--- config.mk ---
export PLATFORM = sky130hd
export DESIGN_NAME = ecol_sqrt
export DESIGN_NICKNAME = d
export VERILOG_FILES = /design/src/hw/rtl/ecol_pkg.sv /design/src/hw/rtl/ecol_sqrt.sv
export SDC_FILE = /design/constraint.sdc
export NUM_CORES = 2
export LEC_CHECK = 0
export BUFFER_PORTS_ARGS = -buffer_cell sky130_fd_sc_hd__buf_2
export CAP_MARGIN = 0
export CORE_MARGIN = 2
export CORE_UTILIZATION = 35
export DETAILED_ROUTE_END_ITERATION = 8
export PLACE_DENSITY = 0.48
export SLEW_MARGIN = 0
export SYNTH_ARGS = -nofsm -noshare
export SYNTH_HDL_FRONTEND = slang
export SYNTH_SLANG_ARGS = --single-unit
--- constraint.sdc ---
create_clock -name i_clk -period 3.5 [get_ports i_clk]
set_input_delay 0.7 -clock i_clk [delete_from_list [all_inputs] [get_ports i_clk]]
set_output_delay 0.7 -clock i_clk [all_outputs]
set_load 0.02 [all_outputs]
--- src/hw/rtl/ecol_pkg.sv ---
`timescale 1ns / 1ps
package ecol_pkg;

    // fraction bits of the unit normal and of the mass weights
    localparam int QSH = 28;

    // pipeline depths
    localparam int FRONT_STAGES = 5;
    localparam int SQRT_STAGES  = 32;
    localparam int DIV_STAGES   = 30;
    localparam int MIX_STAGES   = 6;
    localparam int LAT_TOTAL    = FRONT_STAGES + SQRT_STAGES + 1 + DIV_STAGES + 1 + MIX_STAGES;

    localparam logic signed [67:0] HALF_Q = 68'sd1 <<< (QSH - 1);
    localparam logic signed [67:0] SAT_HI = 68'sd2147483647;
    localparam logic signed [67:0] SAT_LO = -68'sd2147483648;

    // input transaction
    typedef struct packed {
        logic signed [31:0] first_pos_x;
        logic signed [31:0] first_pos_y;
        logic signed [31:0] first_vel_x;
        logic signed [31:0] first_vel_y;
        logic        [30:0] first_mass;
        logic signed [31:0] second_pos_x;
        logic signed [31:0] second_pos_y;
        logic signed [31:0] second_vel_x;
        logic signed [31:0] second_vel_y;
        logic        [30:0] second_mass;
    } t_in;

    // result transaction
    typedef struct packed {
        logic signed [31:0] first_new_vel_x;
        logic signed [31:0] first_new_vel_y;
        logic signed [31:0] second_new_vel_x;
        logic signed [31:0] second_new_vel_y;
        logic               degenerate;
    } t_out;

    // per-item values that ride alongside the arithmetic units
    typedef struct packed {
        logic signed [31:0] v1x;
        logic signed [31:0] v1y;
        logic signed [31:0] v2x;
        logic signed [31:0] v2y;
        logic        [30:0] m1;
        logic        [30:0] m2;
        logic        [30:0] axn;
        logic        [30:0] ayn;
        logic               sx;
        logic               sy;
        logic               mneg;
        logic               degen;
    } t_side;

    // divide by 2^QSH, rounding half away from zero
    function automatic logic signed [67:0] rnd_q28(input logic signed [67:0] v);
        logic signed [67:0] adj;
        adj = v[67] ? (v + HALF_Q - 68'sd1) : (v + HALF_Q);
        return adj >>> QSH;
    endfunction

    // clamp to the 32 bit signed range
    function automatic logic signed [31:0] sat32(input logic signed [67:0] v);
        logic signed [31:0] res;
        if (v > SAT_HI) begin
            res = 32'sh7FFFFFFF;
        end else if (v < SAT_LO) begin
            res = 32'sh80000000;
        end else begin
            res = v[31:0];
        end
        return res;
    endfunction

endpackage

--- src/hw/rtl/ecol_sqrt.sv ---
`timescale 1ns / 1ps
module ecol_sqrt (
    input  logic        i_clk,
    input  logic [62:0] i_x,
    output logic [31:0] o_root
);
    import ecol_pkg::*;

    logic [63:0] r_rem     [SQRT_STAGES];
    logic [31:0] r_root    [SQRT_STAGES];
    logic [63:0] w_rem_in  [SQRT_STAGES];
    logic [31:0] w_root_in [SQRT_STAGES];

    // one root bit per stage, most significant first
    for (genvar k = 0; k < SQRT_STAGES; k++) begin : g_stage
        localparam int B = SQRT_STAGES - 1 - k;
        logic [63:0] w_trial;

        if (k == 0) begin : g_first
            assign w_rem_in[k]  = 64'(i_x);
            assign w_root_in[k] = '0;
        end else begin : g_next
            assign w_rem_in[k]  = r_rem[k-1];
            assign w_root_in[k] = r_root[k-1];
        end

        assign w_trial = (64'(w_root_in[k]) << (B + 1)) | (64'd1 << (2 * B));

        // trial subtract of the next root bit
        always_ff @(posedge i_clk) begin
            if (w_rem_in[k] >= w_trial) begin
                r_rem[k]  <= w_rem_in[k] - w_trial;
                r_root[k] <= w_root_in[k] | (32'd1 << B);
            end else begin
                r_rem[k]  <= w_rem_in[k];
                r_root[k] <= w_root_in[k];
            end
        end
    end

    assign o_root = r_root[SQRT_STAGES-1];

endmodule

Word-level counts from Yosys, hierarchy flattened:

Memories as Yosys holds them, arrays and structs flattened.
Cells that the tools add are included.

* add/sub/neg operators: 32
* order comparisons: 32
* muxes and demuxes: 160
* bitwise logic cells: 64

Operators with widths (count)
* two-way mux 64 bit: 32
* two-way mux 32 bit: 32
* two-way mux 1 bit: 96
* >= comparator 64 x 33 -> 1 bit: 1
* >= comparator 64 x 34 -> 1 bit: 1
* >= comparator 64 x 35 -> 1 bit: 1
* >= comparator 64 x 36 -> 1 bit: 1
* >= comparator 64 x 37 -> 1 bit: 1
* >= comparator 64 x 38 -> 1 bit: 1
* >= comparator 64 x 39 -> 1 bit: 1
* >= comparator 64 x 40 -> 1 bit: 1
* >= comparator 64 x 41 -> 1 bit: 1
* >= comparator 64 x 42 -> 1 bit: 1
* >= comparator 64 x 43 -> 1 bit: 1
* >= comparator 64 x 44 -> 1 bit: 1
* >= comparator 64 x 45 -> 1 bit: 1
* >= comparator 64 x 46 -> 1 bit: 1
* >= comparator 64 x 47 -> 1 bit: 1
* >= comparator 64 x 48 -> 1 bit: 1
* >= comparator 64 x 49 -> 1 bit: 1
* >= comparator 64 x 50 -> 1 bit: 1
* >= comparator 64 x 51 -> 1 bit: 1
* >= comparator 64 x 52 -> 1 bit: 1
* >= comparator 64 x 53 -> 1 bit: 1
* other kinds (44): 107

* register bits: 0
* RAM bits: 3072
* memories kept: 2

Memory list
* r_rem: words 32, width 64, rd ports 31, clocked after Yosys merged registers in 0, wr ports 32, line ecol_sqrt.sv:9 `logic [63:0] r_rem [SQRT_STAGES];`
* r_root: words 32, width 32, rd ports 32, clocked after Yosys merged registers in 0, wr ports 32, line ecol_sqrt.sv:10 `logic [31:0] r_root [SQRT_STAGES];`

Logic depth before layout (Yosys ltp):

An unclocked memory read counts as a cell.

* depth in word-level cells: 5
* mapped depth: 15
* gate-level depth less buffers: 12

Worst setup path before layout:

OpenSTA, ideal clock, no wires.

* path type: flip-flop to flip-flop
* start: memory r_root[27][30]
* end: memory r_rem[28][58] (netlist: r_rem[3][314])
* data arrival time: 3143 ps
* data required time: 3382 ps
* setup slack: 239 ps
* stages on the path, launching flop included: 14
* buffers on the path: 2
* path through: dfxtp_1 > inv_1 > ha_1 > clkbuf_1 > nand4_1 > or4_1 > a2111oi_0 > and4b_1 > buf_2 > inv_2 > nand2b_1 > nor4_4 > nand3_1 > xnor2_1

RTL lines (line)
* from (decl): ecol_sqrt.sv:10
* to (decl): ecol_sqrt.sv:9

==> impl_metrics.tcl <==
set metrics [dict create \
    status "completed" \
    cp.required_ns 4.29 \
    place_hpwl_mm 207 \
    grt_pass1_wl_mm 402 \
    seq_area_frac_synth 0.526 \
    finalCritPeriodShare 0.971 \
    crit_type "register to register" \
    initial_core_util 0.352 \
    routed-wl-met3_mm 10.0 \
    hold_path.class "register to register" \
    nFillCells 26303 \
    ys_seq_elements 2512 \
    dpl_worst_slack_ns -0.306 \
    dieWidth_um 527 \
    grt_max_degree 60 \
    vdd_drop_max_uv 522 \
    cts_made_buffers 279 \
    io_buffers 95 \
    slowest_delay_ns 0.60 \
    synthArstFlopShare 0 \
    worstMarginPinSlew_ns 1.12 \
    grt_usage 0.183 \
    antenna_found_initial 13 \
    rows 191 \
    drc 0 \
    yosys_warnings 0 \
    cts_tree "yes" \
    gp_congestion 0.881 \
    rsz0062_at_grt "yes" \
    clock_latency_ns 0.84 \
    clock-sinks 2512 \
    htreeDepth 5 \
    core_um2 271000 \
    fin_crit_ns 3.40 \
    maxSlewHeadroom 0.247 \
    cap_violations 0 \
    clockBufferDepth 4 \
    power.total_mw 91.1 \
    yosys.cell_types.count 102 \
    die_h_um 527 \
    layout_commonest_cell "dfxtp_1" \
    ant_nets 0 \
    finalSetupViolCount 0 \
    die_area_um2 277000 \
    io_pins 96 \
    overflow 0 \
    syn_area_um2 95600 \
    nNetsFinal 10849 \
    syn_inst 9625 \
    path_cells "or4_1, or3_1, nor4b_4, o2111ai_2, and2_1, or4_4, buf_4, nor4_4, xor2_1" \
    final_cell_mix "dfxtp_1 (2512), inv_1 (681), nor2_1 (664), a21oi_1 (662), nand2_1 (611)" \
    wl_per_cell_um 18.6 \
    wl_met1_mm 118 \
    finalHoldViolCount 0 \
    finalMaxSlewViolations 0 \
    drt_wl_total_mm 260 \
    ys.flop_type "dfxtp_1" \
    p_leak_nw 51.1 \
    worst-path-max-fanout 10 \
    wl_met2_mm 126 \
    layout.cells.non_filler 13999 \
    fin_skew_ns 0.0664 \
    fin_ws_ns 0.100 \
    max_freq_mhz 294 \
    end_kind "register" \
    power_density_nw_per_um2 806 \
    vias_per_cell 4.94 \
    dp.cells 13435 \
    vias 69167 \
    areaGrowthSynthToFinish_pct 18.3 \
    firstDrtPassIters 7 \
    crit_slowest_cell "or4_4" \
    drive_gt1_frac 0.111 \
    root_buffer "clkbuf_16" \
    top_layer_used "met5" \
    drt_iter0_markers 3672 \
    grt_pass1_vias 69659 \
    avgSynthCellArea_um2 9.93 \
    worst_ep_arrival_time_ns 4.19 \
    path_clk_slew_ns 0.06 \
    synth_edf_count 0 \
    startpoint_type "register" \
]
==> metrics by stage <==
| stage | hold slack [ns] | cell area, um2 | util | TNS (ns) |
|---|---|---|---|---|
| after floorplan | 0.322 | 95600 | - | 0 |
| after global placement | 0.334 | 103000 | 0.378 | -16.59 |
| after detailed placement | 0.334 | 103000 | 0.378 | -12.68 |
| after CTS | 0.309 | 113000 | 0.415 | 0 |
| after global routing | 0.317 | 113000 | 0.417 | -0.0687 |
| final | 0.311 | 113000 | 0.417 | 0 |
==> logic make-up (layout without fill, tap and decap cells) <==
group | Yosys count | in the layout | synth area share
AOI/OAI and AO/OA | 1837 | 1837 | 0.119
xor gates and xnor gates | 885 | 885 | 0.0811
adders and majority gates | 556 | 556 | 0.0728
buffers and inverters | 890 | 1689 | 0.0357
DFF | 2512 | 2512 | 0.526
muxes | 87 | 87 | 0.0101
other | 1 | 6 | 0.0000392
and+or+nand+nor | 2857 | 2857 | 0.155
==> what timing repair did <==
| action | in CTS | in global routing |
|---|---|---|
| buffers inserted | 3 | 17 |
| endpoints found under the setup margin | 147 | 234 |
| cloned | 0 | 0 |
| resized for setup | 22 | 92 |
| hold buffers | 63 | 0 |
| pin swaps | 5 | 23 |
| endpoints found under the hold margin | 63 | 0 |
==> power breakdown <==
group | switching [mW] | internal, mW | total (mW) | leakage (nW)
registers | 5.79 | 34.9 | 40.7 | 21.0
clock network | 11.5 | 17.7 | 29.3 | 4.51
logic | 11.6 | 9.64 | 21.2 | 25.6
==> critical path, delay by kind of cell (launching register included) <==
kind / cells / cell delay, ns
buffers and inverters: 1 / 0.20
AOI/OAI and AO/OA: 1 / 0.18
DFF: 1 / 0.33
and+or+nand+nor: 6 / 2.47
xor gates and xnor gates: 1 / 0.17
==> synth_stat cells, types with 25 or more instances <==
master / count / area, um2
a211o_1: 25 / 219
a211oi_1: 47 / 353
a21o_1: 197 / 1480
a21oi_1: 671 / 3360
a31oi_1: 45 / 282
and2_1: 27 / 169
and3_1: 59 / 369
and4_1: 26 / 228
buf_2: 30 / 150
clkbuf_1: 152 / 571
dfxtp_1: 2512 / 50300
ha_1: 556 / 6960
inv_1: 681 / 2560
mux2_2: 77 / 867
nand2_1: 613 / 2300
nand2b_1: 116 / 726
nand3_1: 168 / 841
nand3b_1: 30 / 225
nand4_1: 143 / 895
nor2_1: 665 / 2500
nor2b_1: 77 / 482
nor3_1: 257 / 1290
nor4_1: 325 / 2030
nor4b_1: 49 / 429
o211ai_1: 34 / 255
o21a_1: 90 / 676
o21ai_0: 415 / 2080
o21bai_1: 55 / 413
o31ai_1: 34 / 255
or2_2: 43 / 269
or3_1: 93 / 582
or4_1: 65 / 488
xnor2_1: 463 / 4060
xor2_1: 422 / 3700
==> registers in the layout, indices dropped and copies added, names as in the netlist <==
register / count
r_rem: 1984
r_root: 528
==> per-layer routing <==
layer | vias up | GRT usage
li1 | 34760 | -
met1 | 32761 | 0.235
met2 | 1247 | 0.319
met3 | 397 | 0.0233
met4 | 2 | 0.0500
met5 | - | 0
==> layout make-up <==
| cell class | count | area, um2 | area share |
|---|---|---|---|
| clock buffers | 376 | 7920 | 0.0700 |
| repair buffers | 527 | 4040 | 0.0357 |
| inverters | 685 | 2570 | 0.0227 |
| diodes | 4 | 10.0 | 0.0000885 |
| flip-flops and latches | 2512 | 50300 | 0.445 |
| clock inverters | 101 | 1320 | 0.0117 |
| well taps | 3570 | 4470 | 0.0395 |
| multi-input cells | 6224 | 42400 | 0.375 |
==> path summary, 6_finish.rpt <==
check / cells past startpoint / slack (ns) / endpoint / start
max: 9 / 0.10 / r_rem[3][377] / r_rem[3][303]
min: 0 / 0.31 / r_root[26][31] / r_root[25][31]
max reg2reg: 9 / 0.10 / r_rem[3][377] / r_rem[3][303]
min reg2reg: 0 / 0.31 / r_root[26][31] / r_root[25][31]
(Power assumes the default switching activity.)
